$ cat config.mk
export PLATFORM = sky130hd
export DESIGN_NAME = remote_drive_command_ramp_flat
export DESIGN_NICKNAME = d
export VERILOG_FILES = /design/src/rdcr_pkg.sv /design/src/rdcr_if.sv /design/src/remote_drive_command_ramp.sv /design/src/rdcr_cfg.sv /design/src/rdcr_core.sv /design/src/flat_wrapper.sv
export SDC_FILE = /design/constraint.sdc
export NUM_CORES = 1
export LEC_CHECK = 0
export BUFFER_PORTS_ARGS = -buffer_cell sky130_fd_sc_hd__buf_2
export CORE_MARGIN = 5
export CORE_UTILIZATION = 25
export CTS_BUF_LIST = sky130_fd_sc_hd__clkbuf_2 sky130_fd_sc_hd__clkbuf_4 sky130_fd_sc_hd__clkbuf_8
export DETAILED_ROUTE_END_ITERATION = 10
export PLACE_DENSITY_LB_ADDON = 0.25
export REMOVE_ABC_BUFFERS = 1
export SYNTH_ARGS = -nofsm -noshare
export SYNTH_HDL_FRONTEND = slang
export SYNTH_SLANG_ARGS = --single-unit
$ cat constraint.sdc
create_clock -name clk -period 29.7 [get_ports clk]
set_input_delay 2.97 -clock clk [delete_from_list [all_inputs] [get_ports clk]]
set_output_delay 2.97 -clock clk [all_outputs]
set_load 0.005 [all_outputs]
$ cat src/rdcr_pkg.sv
// Shared types, constants and helper functions for the remote drive command ramp.
// No dependencies; imported by remote_drive_command_ramp, rdcr_cfg and rdcr_core.
`timescale 1ns / 1ps

package rdcr_pkg;

	localparam int APB_AW = 5;
	localparam int APB_DW = 32;

	// Turn scaling: q = (mag * sens * DIV_RECIP) >> DIV_SHIFT equals (mag * sens) / 100
	// for every product up to 100 * 100.
	localparam int           DIV_SHIFT = 19;
	localparam int           TURN_K_W  = 20;
	localparam int           TURN_P_W  = 26;
	localparam logic [12:0]  DIV_RECIP = 13'd5243;

	localparam logic [6:0]   PCT_LIMIT = 7'd100;

	localparam logic [7:0] CMD_F = 8'h46;
	localparam logic [7:0] CMD_B = 8'h42;
	localparam logic [7:0] CMD_L = 8'h4C;
	localparam logic [7:0] CMD_R = 8'h52;
	localparam logic [7:0] CMD_U = 8'h55;
	localparam logic [7:0] CMD_W = 8'h57;
	localparam logic [7:0] CMD_X = 8'h58;
	localparam logic [7:0] CMD_Y = 8'h59;
	localparam logic [7:0] CMD_Z = 8'h5A;

	localparam logic MODE_TICK = 1'b1;

	typedef enum logic [2:0] {
		REG_BASE    = 3'd0,
		REG_MAX     = 3'd1,
		REG_STEP    = 3'd2,
		REG_SENS    = 3'd3,
		REG_TIMEOUT = 3'd4
	} reg_idx_t;

	typedef struct packed {
		logic [6:0]          base_speed;
		logic [6:0]          max_speed;
		logic [6:0]          speed_step;
		logic [TURN_K_W-1:0] turn_k;
		logic [15:0]         timeout_ticks;
	} rdcr_cfg_t;

	typedef struct packed {
		logic signed [7:0] straight_speed;
		logic signed [7:0] turn_speed;
		logic              drive_update;
		logic              moving;
		logic [7:0]        last_command;
	} rdcr_res_t;

	// Clamp a 7-bit percent write to 100.
	function automatic logic [6:0] pct_sat(input logic [6:0] v);
		return (v > PCT_LIMIT) ? PCT_LIMIT : v;
	endfunction

	// Ramp a signed target up or down: base on first press or reversal, else add step and clamp.
	function automatic logic signed [7:0] ramp(
		input logic signed [7:0] cur,
		input logic              up,
		input logic              changed,
		input logic [6:0]        base_v,
		input logic [6:0]        max_v,
		input logic [6:0]        step_v
	);
		logic signed [8:0] sum_up;
		logic signed [8:0] sum_dn;
		logic signed [8:0] lim;
		logic signed [7:0] res;
		sum_up = $signed({cur[7], cur}) + $signed({2'b00, step_v});
		sum_dn = $signed({cur[7], cur}) - $signed({2'b00, step_v});
		lim    = $signed({2'b00, max_v});
		if (up) begin
			if (changed || cur <= 8'sd0)
				res = $signed({1'b0, base_v});
			else if (sum_up > lim)
				res = $signed({1'b0, max_v});
			else
				res = $signed(sum_up[7:0]);
		end else begin
			if (changed || cur >= 8'sd0)
				res = -$signed({1'b0, base_v});
			else if (sum_dn < -lim)
				res = -$signed({1'b0, max_v});
			else
				res = $signed(sum_dn[7:0]);
		end
		return res;
	endfunction

endpackage

$ cat src/rdcr_if.sv
// Valid/ready stream interfaces for command beats in and drive result beats out.
// Depends on nothing.
`timescale 1ns / 1ps

interface rdcr_in_if;
	logic       valid;
	logic       ready;
	logic       mode;
	logic [7:0] cmd_byte;

	modport source (output valid, mode, cmd_byte, input ready);
	modport sink   (input valid, mode, cmd_byte, output ready);
endinterface

interface rdcr_out_if;
	logic              valid;
	logic              ready;
	logic signed [7:0] straight_speed;
	logic signed [7:0] turn_speed;
	logic              drive_update;
	logic              moving;
	logic [7:0]        last_command;

	modport source (output valid, straight_speed, turn_speed, drive_update, moving,
		last_command, input ready);
	modport sink   (input valid, straight_speed, turn_speed, drive_update, moving,
		last_command, output ready);
endinterface

$ cat src/remote_drive_command_ramp.sv
// Remote drive command ramp: an accepted beat passes the input register, then a single-pass
// update into the result register sets its result beat valid. Throughput one beat per cycle
// unless res_ch stalls; drive state updates in the cycle a beat leaves the input register.
// Reset (arst_n low, asynchronous) clears targets, moving flag, last command and idle
// count, empties both pipeline registers, and loads settings 30, 100, 10, 50 and 800.
// Depends on rdcr_pkg, rdcr_in_if/rdcr_out_if, rdcr_cfg and rdcr_core.
`timescale 1ns / 1ps

module remote_drive_command_ramp import rdcr_pkg::*; (
	input  logic              clk,
	input  logic              arst_n,
	input  logic              psel,
	input  logic              penable,
	input  logic              pwrite,
	input  logic [APB_AW-1:0] paddr,
	input  logic [APB_DW-1:0] pwdata,
	output logic [APB_DW-1:0] prdata,
	output logic              pready,
	rdcr_in_if.sink           cmd_ch,
	rdcr_out_if.source        res_ch
);

	rdcr_cfg_t  cfg;
	rdcr_res_t  res;

	// Input register stage.
	logic       valid_s1;
	logic       mode_s1;
	logic [7:0] cmd_s1;

	// Result register.
	logic       out_valid_q;
	rdcr_res_t  out_q;

	logic       advance;
	logic       step;
	logic       in_fire;

	// Advance whenever the result register is empty or being drained this cycle.
	assign advance      = !out_valid_q || res_ch.ready;
	assign cmd_ch.ready = !valid_s1 || advance;
	assign in_fire      = cmd_ch.valid && cmd_ch.ready;
	// The beat in the input register is processed and its state committed.
	assign step         = valid_s1 && advance;

	rdcr_cfg u_cfg (
		.clk     (clk),
		.arst_n  (arst_n),
		.psel    (psel),
		.penable (penable),
		.pwrite  (pwrite),
		.paddr   (paddr),
		.pwdata  (pwdata),
		.prdata  (prdata),
		.pready  (pready),
		.cfg     (cfg)
	);

	rdcr_core u_core (
		.clk      (clk),
		.arst_n   (arst_n),
		.step     (step),
		.mode     (mode_s1),
		.cmd_byte (cmd_s1),
		.cfg      (cfg),
		.res      (res)
	);

	// Load a new beat, or drop the stage once its beat has moved on.
	always_ff @(posedge clk or negedge arst_n) begin
		if (!arst_n) begin
			valid_s1 <= 1'b0;
		end else if (in_fire) begin
			valid_s1 <= 1'b1;
		end else if (advance) begin
			valid_s1 <= 1'b0;
		end
	end

	always_ff @(posedge clk) begin
		if (in_fire) begin
			mode_s1 <= cmd_ch.mode;
			cmd_s1  <= cmd_ch.cmd_byte;
		end
	end

	// Hold the result until it is taken.
	always_ff @(posedge clk or negedge arst_n) begin
		if (!arst_n) begin
			out_valid_q <= 1'b0;
		end else if (advance) begin
			out_valid_q <= valid_s1;
		end
	end

	always_ff @(posedge clk) begin
		if (step) begin
			out_q <= res;
		end
	end

	assign res_ch.valid          = out_valid_q;
	assign res_ch.straight_speed = out_q.straight_speed;
	assign res_ch.turn_speed     = out_q.turn_speed;
	assign res_ch.drive_update   = out_q.drive_update;
	assign res_ch.moving         = out_q.moving;
	assign res_ch.last_command   = out_q.last_command;

endmodule

$ cat src/rdcr_cfg.sv
// APB register file for the ramp settings; also holds the precomputed turn scale.
// Depends on rdcr_pkg.
`timescale 1ns / 1ps

module rdcr_cfg import rdcr_pkg::*; (
	input  logic              clk,
	input  logic              arst_n,
	input  logic              psel,
	input  logic              penable,
	input  logic              pwrite,
	input  logic [APB_AW-1:0] paddr,
	input  logic [APB_DW-1:0] pwdata,
	output logic [APB_DW-1:0] prdata,
	output logic              pready,
	output rdcr_cfg_t         cfg
);

	logic [6:0]          base_q;
	logic [6:0]          max_q;
	logic [6:0]          step_q;
	logic [6:0]          sens_q;
	logic [TURN_K_W-1:0] turn_k_q;
	logic [15:0]         timeout_q;
	logic                wr_en;
	reg_idx_t            idx;
	logic [6:0]          wr_pct;

	assign pready = 1'b1;
	assign wr_en  = psel && penable && pwrite;
	assign idx    = reg_idx_t'(paddr[APB_AW-1:2]);
	assign wr_pct = pct_sat(pwdata[6:0]);

	always_ff @(posedge clk or negedge arst_n) begin
		if (!arst_n) begin
			base_q    <= 7'd30;
			max_q     <= 7'd100;
			step_q    <= 7'd10;
			sens_q    <= 7'd50;
			turn_k_q  <= TURN_K_W'(50 * 5243);
			timeout_q <= 16'd800;
		end else if (wr_en) begin
			case (idx)
				REG_BASE:    base_q <= wr_pct;
				REG_MAX:     max_q  <= wr_pct;
				REG_STEP:    step_q <= wr_pct;
				REG_SENS: begin
					sens_q   <= wr_pct;
					turn_k_q <= TURN_K_W'(wr_pct) * TURN_K_W'(DIV_RECIP);
				end
				REG_TIMEOUT: timeout_q <= pwdata[15:0];
				default: ;
			endcase
		end
	end

	always_comb begin
		case (idx)
			REG_BASE:    prdata = {25'd0, base_q};
			REG_MAX:     prdata = {25'd0, max_q};
			REG_STEP:    prdata = {25'd0, step_q};
			REG_SENS:    prdata = {25'd0, sens_q};
			REG_TIMEOUT: prdata = {16'd0, timeout_q};
			default:     prdata = '0;
		endcase
	end

	assign cfg.base_speed    = base_q;
	assign cfg.max_speed     = max_q;
	assign cfg.speed_step    = step_q;
	assign cfg.turn_k        = turn_k_q;
	assign cfg.timeout_ticks = timeout_q;

endmodule

$ cat src/rdcr_core.sv
// Drive state registers and the single-pass update for one command or tick beat.
// Depends on rdcr_pkg.
`timescale 1ns / 1ps

module rdcr_core import rdcr_pkg::*; (
	input  logic       clk,
	input  logic       arst_n,
	input  logic       step,
	input  logic       mode,
	input  logic [7:0] cmd_byte,
	input  rdcr_cfg_t  cfg,
	output rdcr_res_t  res
);

	logic signed [7:0]   straight_q;
	logic signed [7:0]   turn_q;
	logic                moving_q;
	logic [7:0]          prev_q;
	logic [15:0]         elapsed_q;

	logic signed [7:0]   straight_d;
	logic signed [7:0]   turn_d;
	logic                moving_d;
	logic [7:0]          prev_d;
	logic [15:0]         elapsed_d;
	logic                upd;

	logic                changed;
	logic [15:0]         elapsed_inc;
	logic signed [7:0]   st_up;
	logic signed [7:0]   st_dn;
	logic signed [7:0]   turn_up;
	logic signed [7:0]   turn_dn;
	logic                diag_up;
	logic signed [7:0]   st_diag;
	logic [6:0]          st_mag;
	logic [TURN_P_W-1:0] turn_prod;
	logic signed [7:0]   turn_pos;
	logic signed [7:0]   turn_of;

	assign changed     = (prev_q != cmd_byte);
	assign elapsed_inc = (elapsed_q == 16'hFFFF) ? elapsed_q : elapsed_q + 16'd1;

	assign st_up   = ramp(straight_q, 1'b1, changed, cfg.base_speed, cfg.max_speed,
		cfg.speed_step);
	assign st_dn   = ramp(straight_q, 1'b0, changed, cfg.base_speed, cfg.max_speed,
		cfg.speed_step);
	assign turn_up = ramp(turn_q, 1'b1, changed, cfg.base_speed, cfg.max_speed,
		cfg.speed_step);
	assign turn_dn = ramp(turn_q, 1'b0, changed, cfg.base_speed, cfg.max_speed,
		cfg.speed_step);

	// Diagonals share one scaler: W and Y ramp forward, X and Z ramp backward.
	assign diag_up   = (cmd_byte == CMD_W) || (cmd_byte == CMD_Y);
	assign st_diag   = diag_up ? st_up : st_dn;
	assign st_mag    = st_diag[7] ? 7'(-st_diag) : st_diag[6:0];
	assign turn_prod = TURN_P_W'(st_mag) * TURN_P_W'(cfg.turn_k);
	assign turn_pos  = $signed({1'b0, turn_prod[TURN_P_W-1:DIV_SHIFT]});
	// Truncate toward zero: scale the magnitude, then restore the sign.
	assign turn_of   = st_diag[7] ? -turn_pos : turn_pos;

	always_comb begin
		straight_d = straight_q;
		turn_d     = turn_q;
		moving_d   = moving_q;
		prev_d     = prev_q;
		elapsed_d  = elapsed_q;
		upd        = 1'b0;
		if (mode == MODE_TICK) begin
			elapsed_d = elapsed_inc;
			if (moving_q && elapsed_inc >= cfg.timeout_ticks) begin
				straight_d = '0;
				turn_d     = '0;
				moving_d   = 1'b0;
				upd        = 1'b1;
			end
		end else begin
			elapsed_d = '0;
			prev_d    = cmd_byte;
			upd       = 1'b1;
			case (cmd_byte)
				CMD_F: begin
					straight_d = st_up;
					turn_d     = '0;
				end
				CMD_B: begin
					straight_d = st_dn;
					turn_d     = '0;
				end
				CMD_L: begin
					turn_d     = turn_dn;
					straight_d = '0;
				end
				CMD_R: begin
					turn_d     = turn_up;
					straight_d = '0;
				end
				CMD_U: begin
					straight_d = $signed({1'b0, cfg.max_speed});
					turn_d     = '0;
				end
				CMD_W, CMD_Z: begin
					straight_d = st_diag;
					turn_d     = -turn_of;
				end
				CMD_X, CMD_Y: begin
					straight_d = st_diag;
					turn_d     = turn_of;
				end
				default: upd = 1'b0;
			endcase
			if (upd)
				moving_d = 1'b1;
		end
	end

	always_ff @(posedge clk or negedge arst_n) begin
		if (!arst_n) begin
			straight_q <= '0;
			turn_q     <= '0;
			moving_q   <= 1'b0;
			prev_q     <= '0;
			elapsed_q  <= '0;
		end else if (step) begin
			straight_q <= straight_d;
			turn_q     <= turn_d;
			moving_q   <= moving_d;
			prev_q     <= prev_d;
			elapsed_q  <= elapsed_d;
		end
	end

	assign res.straight_speed = straight_d;
	assign res.turn_speed     = turn_d;
	assign res.drive_update   = upd;
	assign res.moving         = moving_d;
	assign res.last_command   = prev_d;

`ifndef SYNTH
	// A command byte restarts the idle count.
	a_cmd_clears_count: assert property (@(posedge clk) disable iff (!arst_n)
		step && mode != MODE_TICK |=> elapsed_q == 16'd0)
		else $error("idle count not cleared by command beat");

	// A drive update on a tick is always a timeout stop.
	a_timeout_stop: assert property (@(posedge clk) disable iff (!arst_n)
		step && mode == MODE_TICK && upd |=> straight_q == 8'sd0 && turn_q == 8'sd0 &&
		!moving_q)
		else $error("timeout stop left motion state behind");

	// Stopped means zero targets.
	a_stopped_zero: assert property (@(posedge clk) disable iff (!arst_n)
		!moving_q |-> straight_q == 8'sd0 && turn_q == 8'sd0)
		else $error("nonzero target while stopped");

	// Without a beat the state holds.
	a_hold: assert property (@(posedge clk) disable iff (!arst_n)
		!step |=> $stable(straight_q) && $stable(turn_q) && $stable(prev_q) &&
		$stable(elapsed_q))
		else $error("drive state changed without a beat");
`endif

endmodule
$ cat src/flat_wrapper.sv
// flat-port wrapper written by rule: the top's interface ports become plain ports
module remote_drive_command_ramp_flat import rdcr_pkg::*;
  (clk, arst_n, psel, penable, pwrite, paddr, pwdata, prdata, pready, cmd_ch_valid, cmd_ch_mode, cmd_ch_cmd_byte, cmd_ch_ready, res_ch_valid, res_ch_straight_speed, res_ch_turn_speed, res_ch_drive_update, res_ch_moving, res_ch_last_command, res_ch_ready);
  rdcr_in_if cmd_ch_i ();
  rdcr_out_if res_ch_i ();
  input  logic clk;
  input  logic arst_n;
  input  logic psel;
  input  logic penable;
  input  logic pwrite;
  input  logic [APB_AW-1:0] paddr;
  input  logic [APB_DW-1:0] pwdata;
  output logic [APB_DW-1:0] prdata;
  output logic pready;
  input wire logic [$bits(cmd_ch_i.valid)-1:0] cmd_ch_valid;
  input wire logic [$bits(cmd_ch_i.mode)-1:0] cmd_ch_mode;
  input wire logic [$bits(cmd_ch_i.cmd_byte)-1:0] cmd_ch_cmd_byte;
  output wire logic [$bits(cmd_ch_i.ready)-1:0] cmd_ch_ready;
  output wire logic [$bits(res_ch_i.valid)-1:0] res_ch_valid;
  output wire logic [$bits(res_ch_i.straight_speed)-1:0] res_ch_straight_speed;
  output wire logic [$bits(res_ch_i.turn_speed)-1:0] res_ch_turn_speed;
  output wire logic [$bits(res_ch_i.drive_update)-1:0] res_ch_drive_update;
  output wire logic [$bits(res_ch_i.moving)-1:0] res_ch_moving;
  output wire logic [$bits(res_ch_i.last_command)-1:0] res_ch_last_command;
  input wire logic [$bits(res_ch_i.ready)-1:0] res_ch_ready;
  assign cmd_ch_i.valid = cmd_ch_valid;
  assign cmd_ch_i.mode = cmd_ch_mode;
  assign cmd_ch_i.cmd_byte = cmd_ch_cmd_byte;
  assign cmd_ch_ready = cmd_ch_i.ready;
  assign res_ch_valid = res_ch_i.valid;
  assign res_ch_straight_speed = res_ch_i.straight_speed;
  assign res_ch_turn_speed = res_ch_i.turn_speed;
  assign res_ch_drive_update = res_ch_i.drive_update;
  assign res_ch_moving = res_ch_i.moving;
  assign res_ch_last_command = res_ch_i.last_command;
  assign res_ch_i.ready = res_ch_ready;
  remote_drive_command_ramp u_core (.clk(clk), .arst_n(arst_n), .psel(psel), .penable(penable), .pwrite(pwrite), .paddr(paddr), .pwdata(pwdata), .prdata(prdata), .pready(pready), .cmd_ch(cmd_ch_i), .res_ch(res_ch_i));
endmodule
# Yosys cells after proc, flatten, opt, wreduce, memory -nomap -nowiden
# Index checks and enable logic that the tools add are counted.
# op_classes
add_sub_neg	11
n_mul	2
n_div	0
magnitude_cmp	10
n_eq_ne	15
n_shift	0
muxes	31
n_bitwise	0
n_reduce_logical	27
# op_table
cell	n
8-bit two-way mux	15
16-bit case mux with 5 select lines	1
8-bit case mux with 5 select lines	2
8-bit by 7-bit equality test with 1-bit output, second input constant	9
16-bit two-way mux	2
7-bit by 20-bit multiplier with 26-bit output	1
7-bit negator with 8-bit output	3
7-bit by 13-bit multiplier with 20-bit output, second input constant	1
8-bit by 8-bit adder with 9-bit output	2
9-bit by 8-bit greater-than comparator with 1-bit output	2
9-bit < comparator	2
8-bit by 8-bit subtractor with 9-bit output	2
16-bit by 1-bit adder with 16-bit output, second input constant	1
16-bit equality test, second input constant	1
16-bit greater-or-equal comparator	1
8-bit by 1-bit greater-or-equal comparator with 1-bit output, second input constant	2
8-bit by 1-bit <= comparator with 1-bit output, second input constant	2
7-bit two-way mux	2
2-bit AND reduction	5
1-bit two-way mux	9
7-bit negator with 9-bit output	1
9-bit OR reduction	1
8-bit inequality test	1
8-bit negator	1
13 further kinds	27
# word_totals
register_bits	142
latch_bits	0
ramBits	0
romBits	0
inputBits	53
out_inout_bits	61
word_cells	116
mem_count	0

# Logic depth before layout (Yosys ltp)
# logic_depth
word_depth	13
ltp_mapped	54

# Hierarchy
# A second synthesis with hierarchy kept.
# unflattened
hier_cells	1914
area_unflattened_um2	16804.9
# modules_own_cells
mod	n_inst	cells_each	area_per_inst_um2	seq_area_each_um2
rdcr_core	1	1413	11015.6	1026.0
rdcr_cfg	1	458	4634.4	1599.0
remote_drive_command_ramp	1	43	1154.9	1101.1

# Worst setup path before layout
# OpenSTA, ideal clock, no wires.
# synth_path
path_type	reg-to-reg
from	register u_core.u_cfg.step_q[0]
to	register u_core.out_q (netlist bit u_core.res_ch.turn_speed[4]) (data pin)
arrival_time_ns	11.229
required_time_ns	29.435
path_slack_ns	18.206
stages_incl_launch_ff	48
path_buffers	3
period_less_slack_ns	11.494
path_cell_list	dfrtp_1 ha_1 fa_1 nor2b_1 o311a_1 or4_1 o311ai_1 ha_1 nand3_1 o22ai_1 a41o_1 a21oi_1 a211oi_1 a211oi_1 a21o_1 clkbuf_1 clkbuf_1 inv_1 [12 not listed] ha_1 a21oi_1 nor2_1 a211o_1 a21oi_1 a21boi_0 o21ai_0 a311oi_1 inv_1 ha_1 mux2i_1 ha_1 nand4_1 or3b_2 nand4_1 xor2_1 o221ai_1 o2bb2ai_1
# synth_lines
item	line_no	source
start, declared	rdcr_cfg.sv:20	logic [6:0] step_q;
start signal, assigned	rdcr_cfg.sv:45	REG_STEP: step_q <= wr_pct;
end signal, assigned	remote_drive_command_ramp.sv:98	out_q <= res;
end, declared	remote_drive_command_ramp.sv:33	rdcr_res_t out_q;

==> flow_metrics.py <==
metrics = {
    "hold_path": {
        "hold_path.class": "reg2reg",
        "hold_depth": 2,
    },
    "synthesis": {
        "ys_warn_count": 0,
        "synth_edf_count": 35,
        "synthCells": 1912,
        "yosysTopAreaCell": "dfrtp_1",
        "synth_top_area_share_pct": 13.20,
        "synthArstFlopShare_pct": 75.18,
        "avgSynthCellArea_um2": 8.724,
        "yosysMostFrequentCell": "inv_1",
        "synthTopCellsByArea": "dfrtp_1 13%, ha_1 13%, fa_1 13%",
        "synthTopCellsByCount": "203 x inv_1, 174 x ha_1, 174 x nand2_1",
        "ys_ff_latch": 141,
        "synth_seq_area_share_pct": 22.34,
        "syn_area_um2": 16680,
        "ys.flop_type": "dfrtp_1",
        "synth.distinct_cells": 98,
    },
    "placement": {
        "place.gp.congestion": 0.9127,
        "hpwl_um": 39590,
        "place.port_buffers": 78,
    },
    "timing": {
        "finalCritPeriodShare_pct": 44.70,
        "fmaxAchievable_mhz": 75.32,
        "setup_viol": 0,
        "finClkSkew_ns": 0.01661,
        "period_minus_slack_ns": 13.28,
        "slew_viol_final": 0,
        "rsz0062_at_grt": "no",
        "timing.setup.tns_ns": 0,
        "slew_headroom_pct": 33.59,
        "worstMarginPinSlew_ns": 0.9937,
        "timing_hold_violations_final": 0,
    },
    "worst_setup_path": {
        "critPathKind": "reg2reg",
        "critPathCaptureType": "register",
        "worstRegToRegCells": 47,
        "crit_path_max_incr_delay_ns": 0.68,
        "path_max_fanout": 21,
        "cp_data_arrival_time_ns": 13.49,
        "crit_path_top_delay_cell": "a21o_1",
        "required_ns": 29.92,
        "startpoint_type": "register",
    },
    "die": {
        "die_x_um": 268.3,
        "core_um2": 65980,
        "dieArea_um2": 71990,
        "placementRows": 94,
        "die_h_um": 268.3,
        "ios": 114,
        "initial_utilization_pct": 25.28,
    },
    "grt": {
        "grt_pass1_vias": 14160,
        "grt_usage_pct": 13.93,
        "antenna_found_initial": 1,
        "grt_max_degree": 70,
        "grt_overflow": 0,
        "grt_pass1_wl_um": 79730,
    },
    "layout": {
        "nFillCells": 7069,
        "n_antenna_cell": 0,
        "area_growth_pct": 9.691,
        "layout-drive-gt1-share_pct": 11.01,
        "fin_nets": 2283,
    },
    "clocking": {
        "ctsResizeCount": 0,
        "numClockSinks": 141,
        "cts_hold_buf": 0,
        "cts_root_buf": "clkbuf_8",
        "cts.path.max_buffers": 2,
        "clock_latency_ns": 0.49,
        "cts-htree-levels": 4,
        "cts_made_buffers": 17,
        "post-cts-setup-buffers": 0,
        "cts_tree": "done",
        "clk_pin_slew_ns": 0.09,
    },
    "detailed_routing": {
        "first_pass_iters": 6,
        "final_antenna_net_count": 0,
        "num_vias": 13800,
        "initialDrtViolationCount": 741,
        "drc": 0,
        "via_per_inst": 4.885,
        "routed_wl_um": 49750,
        "wire_per_inst_um": 17.61,
    },
    "run_status": {
        "status": "finished, final reports clean",
    },
    "run": {
        "drv_cap": 0,
    },
}
[registers in the layout, indices dropped and copies added, names as in the netlist, 8 cells and up]
name,flops
u_core.u_core.straight_q,8
u_core.u_core.turn_q,8
u_core.res_ch.straight_speed,8
u_core.res_ch.last_command,8
u_core.u_core.elapsed_q,16
u_core.cmd_s1,8
u_core.u_core.prev_q,8
u_core.u_cfg.timeout_q,16
u_core.u_cfg.turn_k_q,19
u_core.res_ch.turn_speed,8
[cell usage in the layout, fill, tap and decap left out, drive strengths merged, types with 25 or more instances in the layout]
cell,netlist,final
and2,55,55
dfrtp,88,88
nor2,127,127
inv,203,204
a21o,31,31
nand3,33,33
nor2b,56,56
nor3,25,25
a21oi,99,99
o21ai,126,126
nand2b,37,37
nand2,174,174
edfxtp,35,35
mux2i,32,32
ha,174,174
mux2,36,36
xnor2,47,47
buf,34,95
xor2,34,34
fa,108,108
[layer usage]
layer | vias to the layer above | part of all wire [%] | GRT usage, %
met1 | 6747 | 46 | 18.41
met3 | 73 | 4.5 | 2.353
li1 | 6637 | - | -
met5 | - | 0 | 0
met2 | 344 | 48 | 23.54
met4 | 0 | 2.4 | 4.056
[worst paths after layout]
kind                                                          from                                      to  slack, ns
min in group asynchronous                                   arst_n  u_core.u_core.elapsed_q[3]$_DFFE_PN0P_       2.47
worst max-delay path            u_core.u_cfg.step_q[0]$_DFFE_PN0P_   u_core.res_ch.turn_speed[4]$_DFFE_PP_      16.42
worst max register to register  u_core.u_cfg.step_q[0]$_DFFE_PN0P_   u_core.res_ch.turn_speed[4]$_DFFE_PP_      16.42
worst min register to register  u_core.u_cfg.sens_q[2]$_DFFE_PN0P_      u_core.u_cfg.sens_q[2]$_DFFE_PN0P_       0.49
worst min-delay path            u_core.u_cfg.sens_q[2]$_DFFE_PN0P_      u_core.u_cfg.sens_q[2]$_DFFE_PN0P_       0.49
max in group asynchronous                                   arst_n   u_core.u_cfg.turn_k_q[13]$_DFFE_PN0P_      25.88
[cell families (layout without fill, tap and decap cells)]
logic type,after synthesis,after routing,share of synthesized area (%)
xor gates and xnor gates,81,81,4.343
buffers and inverters,296,330,7.238
adders and majority gates,282,282,26.01
and+or+nand+nor,601,601,18.12
other,2,17,0.04502
muxes,68,68,4.373
DFF,141,141,22.34
AOI/OAI and AO/OA,441,441,17.53
[critical path, delay by kind of cell (launching register included)]
kind	cells	cell delay, ns
AO/OA/AOI/OAI	17	4.83
XOR/XNOR	2	0.50
adder cells (fa/ha/maj)	11	4.43
buffers and inverters	7	0.70
flip-flops	1	0.51
multiplexers	1	0.33
AND/OR/NAND/NOR	9	1.70
[stage by stage]
step	instances	hold WS (ns)	instance area, um^2	worst slack, ns	utilization, %
finish	2825	0.4940	18300	16.42	27.73
global route	2825	0.5261	18300	15.45	27.73
CTS	2825	0.4939	18300	16.39	27.73
detailed placement	2793	0.4755	17910	16.44	27.14
global placement	2793	0.4669	17910	16.62	27.14
floorplan	1834	0.4496	16290	18.31	-
[cell type report]
type / instances / area [um^2] / area share, %
Clock buffer: 18 / 241.5 / 1.320
Sequential cell: 141 / 3726 / 20.36
Timing Repair Buffer: 95 / 520.5 / 2.845
Inverter: 203 / 762.0 / 4.164
Tap cell: 864 / 1081 / 5.908
Multi-Input combinational cell: 1490 / 11820 / 64.60
Clock inverter: 14 / 146.4 / 0.8001
Power is left out: the tool's default activity adds up to more than one toggle a clock period on the data nets, which glitch-free logic cannot reach.
